[config.mk]
export PLATFORM = sky130hd
export DESIGN_NAME = tap_debounce_hold_channels_top
export DESIGN_NICKNAME = d
export VERILOG_FILES = /design/src/rtl/tdhc_pkg.sv /design/src/rtl/tap_debounce_hold_channels_top.sv /design/src/rtl/tdhc_csr.sv /design/src/rtl/tdhc_chan.sv
export SDC_FILE = /design/constraint.sdc
export NUM_CORES = 1
export LEC_CHECK = 0
export BUFFER_PORTS_ARGS = -buffer_cell sky130_fd_sc_hd__buf_2
export CAP_MARGIN = 5
export CORE_MARGIN = 2
export CORE_UTILIZATION = 40
export CTS_CLUSTER_SIZE = 10
export DETAILED_ROUTE_END_ITERATION = 6
export SETUP_SLACK_MARGIN = 0.5
export SLEW_MARGIN = 20
export SYNTH_ARGS = -nofsm -noshare
export SYNTH_HDL_FRONTEND = slang
export SYNTH_SLANG_ARGS = --single-unit
[constraint.sdc]
create_clock -name clock -period 4.55 [get_ports clock]
set_input_delay 0.91 -clock clock [delete_from_list [all_inputs] [get_ports clock]]
set_output_delay 0.91 -clock clock [all_outputs]
set_load 0.005 [all_outputs]
[src/rtl/tdhc_pkg.sv]
// Shared types and constants for the tap debounce and hold channel block.
package tdhc_pkg;

   localparam int CFG_WIDTH = 16;
   localparam int NUM_CHAN  = 3;

   // configuration register indexes
   localparam logic [1:0] REG_DEBOUNCE    = 2'd0;
   localparam logic [1:0] REG_LEFT_HOLD   = 2'd1;
   localparam logic [1:0] REG_RIGHT_HOLD  = 2'd2;
   localparam logic [1:0] REG_HAZARD_HOLD = 2'd3;

   // channel codes
   localparam logic [1:0] CH_LEFT   = 2'd0;
   localparam logic [1:0] CH_RIGHT  = 2'd1;
   localparam logic [1:0] CH_HAZARD = 2'd2;

   // operation codes
   localparam logic OP_TICK = 1'b0;
   localparam logic OP_EDGE = 1'b1;

   localparam logic [CFG_WIDTH-1:0] DEBOUNCE_RESET = 16'd100;
   localparam logic [CFG_WIDTH-1:0] HOLD_RESET     = 16'd3000;

   typedef struct packed {
      logic [CFG_WIDTH-1:0]               debounce_ticks;
      logic [NUM_CHAN-1:0][CFG_WIDTH-1:0] hold_ticks;
   } cfg_type;

   typedef struct packed {
      logic tick;
      logic load_debounce;
      logic drive_off;
      logic level;
   } chan_cmd_type;

   typedef struct packed {
      logic drive;
      logic armed;
   } chan_stat_type;

endpackage

[src/rtl/tap_debounce_hold_channels_top.sv]
// Top level of the three-channel tap debounce and hold timer.
//
// Usage:
//   req channel: one transaction per event. req_tuser is the operation
//   (0 timer tick, 1 pin edge); req_tdata carries the edge channel and the
//   current pin levels. Every request yields exactly one rsp transaction
//   holding the drive bits and armed flags after that event.
//   csr channel: register writes (0 debounce ticks, 1..3 hold times for
//   left, right, hazard). csr_ready is always high; write only while idle.
// Pipeline: a request accepted into the input stage is processed when it
//   steps into the response stage, which happens once that stage is free;
//   rsp_tvalid is the registered valid flag of the response stage.
// Throughput: one transaction per cycle while rsp_tready is high; the channel update is a single
//   decrement and compare per counter between the input and output regs.
// Reset: synchronous, active high. Counters, flags and drives clear, the
//   registers return to 100 and 3000 ticks, both transaction stages empty.
// Stall: when rsp_tready is low the response holds; one more request is
//   taken into the input stage, then req_tready drops until rsp drains.
module tap_debounce_hold_channels_top
   import tdhc_pkg::*;
#(
   parameter int COUNT_WIDTH = 16
)
(
   input  logic                 clock,
   input  logic                 reset,
   // request channel
   input  logic                 req_tvalid,
   output logic                 req_tready,
   input  logic [7:0]           req_tdata,   // [1:0] channel, [4:2] input_levels, [7:5] zero
   input  logic                 req_tuser,   // [0] operation
   // response channel
   output logic                 rsp_tvalid,
   input  logic                 rsp_tready,
   output logic [7:0]           rsp_tdata,   // [2:0] output_states, [5:3] armed_flags, [7:6] zero
   // configuration write channel
   input  logic                 csr_valid,
   output logic                 csr_ready,
   input  logic [1:0]           csr_index,
   input  logic [CFG_WIDTH-1:0] csr_data
);

   cfg_type cfg;

   logic                in_valid_ff, in_valid_in;
   logic                in_op_ff;
   logic [1:0]          in_ch_ff;
   logic [NUM_CHAN-1:0] in_lvl_ff;
   logic                out_valid_ff, out_valid_in;
   logic [NUM_CHAN-1:0] out_drive_ff;
   logic [NUM_CHAN-1:0] out_armed_ff;
   logic                req_fire;
   logic                step;

   chan_stat_type [NUM_CHAN-1:0] stat_next;

   assign csr_ready = 1'b1;

   tdhc_csr u_csr (
      .clock    (clock),
      .reset    (reset),
      .wr_en    (csr_valid && csr_ready),
      .wr_index (csr_index),
      .wr_data  (csr_data),
      .cfg      (cfg)
   );

   // advance the held request into the response stage when that stage frees up
   assign step        = in_valid_ff && (!out_valid_ff || rsp_tready);
   assign req_tready  = !in_valid_ff || step;
   assign req_fire    = req_tvalid && req_tready;
   assign in_valid_in = req_fire ? 1'b1 : (step ? 1'b0 : in_valid_ff);
   assign out_valid_in = step ? 1'b1 : ((rsp_tready) ? 1'b0 : out_valid_ff);

   always_ff @(posedge clock) begin
      if (reset) begin
         in_valid_ff  <= 1'b0;
         out_valid_ff <= 1'b0;
      end else begin
         in_valid_ff  <= in_valid_in;
         out_valid_ff <= out_valid_in;
      end
   end

   // input stage payload
   always_ff @(posedge clock) begin
      if (req_fire) begin
         in_op_ff  <= req_tuser;
         in_ch_ff  <= req_tdata[1:0];
         in_lvl_ff <= req_tdata[4:2];
      end
   end

   // per-channel state; an edge on left drops right's drive and vice versa
   for (genvar c = 0; c < NUM_CHAN; c++) begin : g_chan
      chan_cmd_type cmd;

      assign cmd.tick          = (in_op_ff == OP_TICK);
      assign cmd.load_debounce = (in_op_ff == OP_EDGE) && (in_ch_ff == 2'(c));
      assign cmd.drive_off     = (in_op_ff == OP_EDGE) &&
                                 ((2'(c) == CH_RIGHT && in_ch_ff == CH_LEFT) ||
                                  (2'(c) == CH_LEFT  && in_ch_ff == CH_RIGHT));
      assign cmd.level         = in_lvl_ff[c];

      tdhc_chan #(
         .COUNT_WIDTH (COUNT_WIDTH)
      ) u_chan (
         .clock         (clock),
         .reset         (reset),
         .step          (step),
         .cmd           (cmd),
         .debounce_load (COUNT_WIDTH'(cfg.debounce_ticks)),
         .hold_load     (COUNT_WIDTH'(cfg.hold_ticks[c])),
         .stat_next     (stat_next[c])
      );

      // capture the post-update state as the response payload
      always_ff @(posedge clock) begin
         if (step) begin
            out_drive_ff[c] <= stat_next[c].drive;
            out_armed_ff[c] <= stat_next[c].armed;
         end
      end
   end

   assign rsp_tvalid = out_valid_ff;
   assign rsp_tdata  = {2'b00, out_armed_ff, out_drive_ff};

endmodule

[src/rtl/tdhc_csr.sv]
// Configuration register file: debounce setting and per-channel hold times.
module tdhc_csr
   import tdhc_pkg::*;
(
   input  logic                 clock,
   input  logic                 reset,
   input  logic                 wr_en,
   input  logic [1:0]           wr_index,
   input  logic [CFG_WIDTH-1:0] wr_data,
   output cfg_type              cfg
);

   cfg_type cfg_ff;
   cfg_type cfg_in;

   always_comb begin
      cfg_in = cfg_ff;
      if (wr_en) begin
         unique case (wr_index)
            REG_DEBOUNCE:    cfg_in.debounce_ticks = wr_data;
            REG_LEFT_HOLD:   cfg_in.hold_ticks[0]  = wr_data;
            REG_RIGHT_HOLD:  cfg_in.hold_ticks[1]  = wr_data;
            REG_HAZARD_HOLD: cfg_in.hold_ticks[2]  = wr_data;
            default:         cfg_in = cfg_ff;
         endcase
      end
   end

   always_ff @(posedge clock) begin
      if (reset) begin
         cfg_ff.debounce_ticks <= DEBOUNCE_RESET;
         cfg_ff.hold_ticks     <= {NUM_CHAN{HOLD_RESET}};
      end else begin
         cfg_ff <= cfg_in;
      end
   end

   assign cfg = cfg_ff;

endmodule

[src/rtl/tdhc_chan.sv]
// One channel: debounce counter, hold counter, armed flag and drive bit.
module tdhc_chan
   import tdhc_pkg::*;
#(
   parameter int COUNT_WIDTH = 16
)
(
   input  logic                   clock,
   input  logic                   reset,
   input  logic                   step,
   input  chan_cmd_type           cmd,
   input  logic [COUNT_WIDTH-1:0] debounce_load,
   input  logic [COUNT_WIDTH-1:0] hold_load,
   output chan_stat_type          stat_next
);

   logic [COUNT_WIDTH-1:0] deb_ff, deb_in, deb_dec;
   logic [COUNT_WIDTH-1:0] hold_ff, hold_in;
   logic                   armed_ff, armed_in;
   logic                   drive_ff, drive_in;

   always_comb begin
      deb_in   = deb_ff;
      hold_in  = hold_ff;
      armed_in = armed_ff;
      drive_in = drive_ff;
      deb_dec  = deb_ff - COUNT_WIDTH'(1);
      if (cmd.tick) begin
         if (armed_ff) begin
            if (hold_ff != '0) begin
               hold_in = hold_ff - COUNT_WIDTH'(1);
            end else begin
               // hold expired: disarm and clear
               hold_in  = '0;
               deb_in   = '0;
               armed_in = 1'b0;
               drive_in = 1'b0;
            end
         end else if (deb_ff != '0) begin
            deb_in = deb_dec;
            if (deb_dec == '0 && !cmd.level) begin
               hold_in  = hold_load;
               deb_in   = '0;
               armed_in = 1'b1;
               drive_in = 1'b1;
            end
         end
      end else begin
         if (cmd.load_debounce) begin
            deb_in = debounce_load;
         end
         if (cmd.drive_off) begin
            drive_in = 1'b0;
         end
      end
   end

   always_ff @(posedge clock) begin
      if (reset) begin
         deb_ff   <= '0;
         hold_ff  <= '0;
         armed_ff <= 1'b0;
         drive_ff <= 1'b0;
      end else if (step) begin
         deb_ff   <= deb_in;
         hold_ff  <= hold_in;
         armed_ff <= armed_in;
         drive_ff <= drive_in;
      end
   end

   assign stat_next.drive = drive_in;
   assign stat_next.armed = armed_in;

endmodule

==> results.toml, run 1 <==
[pwr]
power_density_nw_per_um2 = 376
leakage_uw = 0.00382
vdd_ir_drop_max_mv = 0.234

[layout]
drive_gt1_share_pct = 9.29
final_common_cell = "nand2_1"
layout_common_cells = "nand2_1 (225), dfxtp_1 (168), a21oi_1 (137)"
syn_to_final_growth_pct = 9.70
diodes = 0
nNetsFinal = 1288

[synthesis]
synth_area_leader_cell = "dfxtp_1"
ys_seq_area_share_pct = 38.6
synth_compound_area_share_pct = 26.6
ys.flop_type = "dfxtp_1"
synthMuxAreaShare_pct = 0.441
avgSynthCellArea_um2 = 7.67
synth_edf_count = 12
synth-adder-area-share_pct = 1.17
synthCells = 1258
synthArstFlopShare_pct = 0
synth.area.top_cells = "dfxtp_1 (35%), nand2_1 (8.8%), a21oi_1 (7.1%)"
ys_seq_elements = 180
synth_top_family_by_area = "simple AND/OR/NAND/NOR gates"
yosys.area_share.simple_pct = 26.6
ys_types = 88
synth-warning-count = 0
synth_area_um2 = 9640
synth_top_area_share_pct = 34.9
synth-xor-area-share_pct = 1.18

[critical_path]
arrival_ns = 3.74
critical_path.cell_chain = "inv_1 > ha_1 > or4b_1 > nor4_4 > a21o_1 > o2111a_1 > o21ai_0 > a22oi_1 > nor2_1"
endpoint_kind = "flop"
crit_start = "g_chan[0].u_chan.hold_ff[0]"
critPathMaxFanout = 27
rr_startpoint = "g_chan[0].u_chan.hold_ff[0]"
critical_path.top_delay_family = "compound AO/OA/AOI/OAI gates"
worstSetupStartpointType = "flop"
critPathBufInv = 1
path_class = "reg -> reg"
cp_slowest_cell = "o2111a_1"
crit_required_ns = 4.83
critical-path-max-stage-delay_ns = 0.80

[clock_tree]
cts_tree = "built"
ctsHoldBuffers = 0
root_buffer = "clkbuf_16"
cts_htree_levels = 4
clkTransAtPathRegs_ns = 0.08
cts_setup_buffers = 0
cts_inserted_buffers = 17
cts_sinks = 180
clock_path_buffers = 2
cts_resized = 0
clk_latency_ns = 0.44

[sta]
setup_viol = 0
tightest_slew_ns = 0.996
skew_ns = 0.0147
fmax_ghz = 0.289
final_hold_viol_count = 0
max_slew_margin_pct = 33.4
rsz0062_at_grt = "no"
post-route-min-period_ns = 3.46
period_share_pct = 76.1
finalMaxSlewViolations = 0
tns_ns = 0
setup_slack_ns = 1.09

[floorplan]
die-area_um2 = 25400
die_width_um = 159
row_count = 56
pin_count = 43
start_util_pct = 41.0
fp.coreArea_um2 = 23500
die_height_um = 159

[detailed_routing]
vias = 9341
wl_um = 28600
drt_first_iter_violations = 709
avgRoutedWirePerCell_um = 18.1
first_pass_iters = 5
via_per_inst = 5.92
postRouteAntennaNets = 0
drc = 0

[outcome]
status = "complete, no violations"

[global_route]
grt_max_degree = 77
grt_pass1_wl_um = 46100
grt_usage_pct = 22.4
antenna_found_initial = 0
grt.overflow.total = 0
grt_pass1_vias = 8425

[place]
hpwl_um = 19700
io_buffers = 36
post-place-ws_ns = 1.17
gp_congestion = 0.887

[job]
max_cap_viol_count = 0

[min_path]
hold_start = "u_csr.cfg[2]"
hold_class = "reg -> reg"
report_power, final:
group	internal [uW]	switching (uW)	leakage [uW]
clock	836	702	0.000301
sequential	1650	71.6	0.00148
combinational	266	447	0.00204
metal layers:
| layer | part of all wire, % | track usage, % | wire, um |
|---|---|---|---|
| met1 | 46 | 31.4 | 13200 |
| met2 | 47 | 36.2 | 13400 |
| met3 | 5.4 | 3.65 | 1550 |
| met4 | 1.5 | 5.66 | 418 |
| met5 | 0 | 0 | 0 |
synth_stat cells, drive strengths merged (10+ instances only):
cell and n:
a211oi 20, a21oi 137, a22oi 22, a31oi 20
buf 28, clkbuf 54, dfxtp 168, edfxtp 12
inv 34, nand2 225, nand3 43, nand4 10
nor2 106, nor2b 11, nor3 35, nor4 22
o211ai 15, o21ai 91, o32ai 17, or3 10
or4 12
logic make-up after synthesis:
logic type               Yosys count
flip-flops                       180
other                              2
multiplexers                       3
buffers and inverters            120
AND/OR/NAND/NOR                  533
XOR/XNOR                          13
AO/OA/AOI/OAI                    398
adder cells (fa/ha/maj)            9
registers in the layout (all words and copies together) (netlist names):
signal / cells
g_chan.u_chan.drive_ff: 3
g_chan.u_chan.hold_ff: 48
in_lvl_ff: 3
in_ch_ff: 2
rsp_tdata: 6
in_valid_ff: 1
rsp_tvalid: 1
u_csr.cfg: 64
in_op_ff: 1
g_chan.u_chan.armed_ff: 3
g_chan.u_chan.deb_ff: 48
worst paths after layout:
check,to,slack [ns],cells past startpoint
worst min register to register,u_csr.cfg[2],0.45,2
worst min-delay path,u_csr.cfg[2],0.45,2
worst max-delay path,g_chan[0].u_chan.deb_ff[7],1.09,9
worst max register to register,g_chan[0].u_chan.deb_ff[7],1.09,9
through the flow:
step | hold slack (ns) | instance area (um^2) | utilization (%) | power [uW] | instances
finish | 0.455 | 10600 | 44.9 | 3980 | 1579
global route | 0.471 | 10600 | 44.9 | 4150 | 1579
CTS | 0.455 | 10600 | 44.9 | 3990 | 1579
detailed placement | 0.446 | 9970 | 42.3 | 2460 | 1547
global placement | 0.437 | 9970 | 42.3 | 2460 | 1547
floorplan | 0.432 | 9650 | - | 2290 | 1259
final cells by class:
type / instances / area (um^2)
fillers: 2460 / 13000
multi-input cells: 959 / 5410
repair buffers: 51 / 295
well taps: 319 / 399
inverters: 38 / 143
flip-flops and latches: 180 / 3720
clock inverters: 15 / 180
clock buffers: 17 / 425
worst reg2reg max path, delay by kind of cell (launching register included):
kind,cells,cell delay (ns)
compound gates,4,1.68
flops,1,0.33
buf+inv,1,0.09
fa+ha+maj,1,0.19
simple gates,3,1.01
No activity file was read; power rests on OpenSTA's default activity.
==> run 2: changes to the inputs <==
clock period = 3.1 ns   (was 4.55 ns; I/O delays follow)
==> run 2 against run 1 <==
Net effect:
- clock-buffer cell count stayed put
- die area stayed put
- first-iteration DRC count is 17% higher
- sequential share of layout area is 2.4 points lower
- largest power group unchanged
- largest cell class unchanged
- clock skew is 0.0045 ns lower
- flip-flop and latch count stayed put
- highest routed layer unchanged
==> results.toml, run 2 (synthesis results as in run 1) <==
[detailed_routing]
met3_length_um = 1790
wl_um = 30300
met1_length_um = 14000
drc = 0
vias = 9714
drt_first_iter_violations = 832
avgRoutedWirePerCell_um = 18.6
dr_wl_met2_um = 13700
first_pass_iters = 5
route.top_layer_used = "met4"
via_per_inst = 5.96
postRouteAntennaNets = 0

[global_route]
grt_usage_pct = 22.9
grt.overflow.total = 0
grt_pass1_wl_um = 47300
grt_max_degree = 67
antenna_found_initial = 0
grt_pass1_vias = 8585

[sta]
rsz0062_at_grt = "yes"
fmax_ghz = 0.388
tightest_slew_ns = 1.09
final_hold_viol_count = 0
tns_ns = 0
period_share_pct = 83.1
setup_viol = 0
max_slew_margin_pct = 26.6
post-route-min-period_ns = 2.58
holdWs_ns = 0.353
finalMaxSlewViolations = 0
skew_ns = 0.0103

[layout]
multi_input_area_um2 = 5780
largest_reg_flops = 64
fillers = 2364
nNetsFinal = 1340
layout.area.seq_um2 = 3740
layout_common_cells = "nand2_1 (224), dfxtp_1 (157), a21oi_1 (135)"
drive_gt1_share_pct = 17.1
final_common_cell = "nand2_1"
diodes = 0
syn_to_final_growth_pct = 18.2

[floorplan]
die_width_um = 159
pin_count = 43
start_util_pct = 41.0
die-area_um2 = 25400
row_count = 56
die_height_um = 159
fp.coreArea_um2 = 23500

[clock_tree]
clkTransAtPathRegs_ns = 0.07
clock_path_buffers = 2
ctsHoldBuffers = 0
cts_tree = "built"
root_buffer = "clkbuf_16"
clk_latency_ns = 0.44
cts_sinks = 180
cts_htree_levels = 4
cts_inserted_buffers = 17

[job]
max_cap_viol_count = 0

[pwr]
vdd_ir_drop_max_mv = 0.296
power.internal_uw = 4040
combPwrFrac_pct = 21.2
power_switching_share_pct = 32.4
switchingPower_uw = 1930
power_density_nw_per_um2 = 524
clkPwrFrac_pct = 36.2
leakage_uw = 0.00415
power_frac_seq_pct = 42.6

[min_path]
hold_start = "req_tuser"
hold_class = "in -> reg"

[critical_path]
crit_required_ns = 3.41
critPathMaxFanout = 6
worstSetupStartpointType = "flop"
rr_startpoint = "g_chan[2].u_chan.deb_ff[2]"
path_class = "reg -> reg"
endpoint_kind = "flop"
crit_start = "g_chan[2].u_chan.deb_ff[2]"
arrival_ns = 2.89

[place]
hpwl_um = 20200
gp_congestion = 0.885
io_buffers = 36

[outcome]
status = "complete, no violations"
[run 2: cell types whose count changed in the layout (fill, tap and decap cells not counted), sizes merged]
cell	before	now
clkinv	7	9
bufinv	2	0
buf	51	97
clkbuf	17	19
o211a	1	4
o21ai	91	92
inv	44	43
clkinvlp	0	1
[run 2: final timing paths]
kind / endpoint / slack (ns) / cells past startpoint
worst max-delay path: rsp_tdata[5] / 0.52 / 7
worst min-delay path: in_op_ff / 0.35 / 1
worst max register to register: rsp_tdata[5] / 0.52 / 7
worst min register to register: u_csr.cfg[63] / 0.46 / 2
[run 2: what timing repair did]
action                                  CTS  global route
pin swaps                                 6            20
setup buffers                             8            11
resized for setup                        24            65
endpoints found under the setup margin   95            93
gates cloned                              2             4
[run 2: final cells by class]
class	instances	area share (%)
Sequential cell	180	32.8
Clock buffer	17	3.73
Clock inverter	15	1.43
Multi-Input combinational cell	963	50.7
Tap cell	319	3.50
Timing Repair Buffer	99	6.51
Inverter	38	1.25
[run 2: per-layer routing]
| layer | vias up | track usage [%] |
|---|---|---|
| met2 | 367 | 35.6 |
| li1 | 4661 | - |
| met4 | 0 | 7.48 |
| met1 | 4639 | 33.0 |
| met5 | - | 0 |
| met3 | 47 | 3.00 |
[run 2: per-stage QoR]
step | utilization (%) | instances | setup slack (ns) | cell area (um^2) | total power [uW]
after floorplan | - | 1259 | 0.545 | 9650 | 3360
after global placement | 43.3 | 1574 | 0.214 | 10200 | 3650
after detailed placement | 43.3 | 1574 | 0.208 | 10200 | 3660
after CTS | 46.6 | 1616 | 0.510 | 11000 | 5860
after global routing | 48.4 | 1631 | 0.398 | 11400 | 6240
final | 48.4 | 1631 | 0.524 | 11400 | 5970
[run 2: power groups by stage]
stage          Sequential [uW]  Clock [uW]  Combinational, uW
6_report                  2540        2160               1270
5_1_grt                   2550        2300               1390
4_1_cts                   2530        2190               1130
3_5_place_dp              2580           0               1080
3_3_place_gp              2580           0               1080
2_1_floorplan             2540           0                828
[run 2: critical path: stages (launching register included)]
cell and delay, ns:
dfxtp_4 0.37, or4_4 0.54, or3b_4 0.43, mux2i_4 0.20, nand3b_1 0.32, buf_6 0.22
or3_4 0.31, nand2_1 0.07
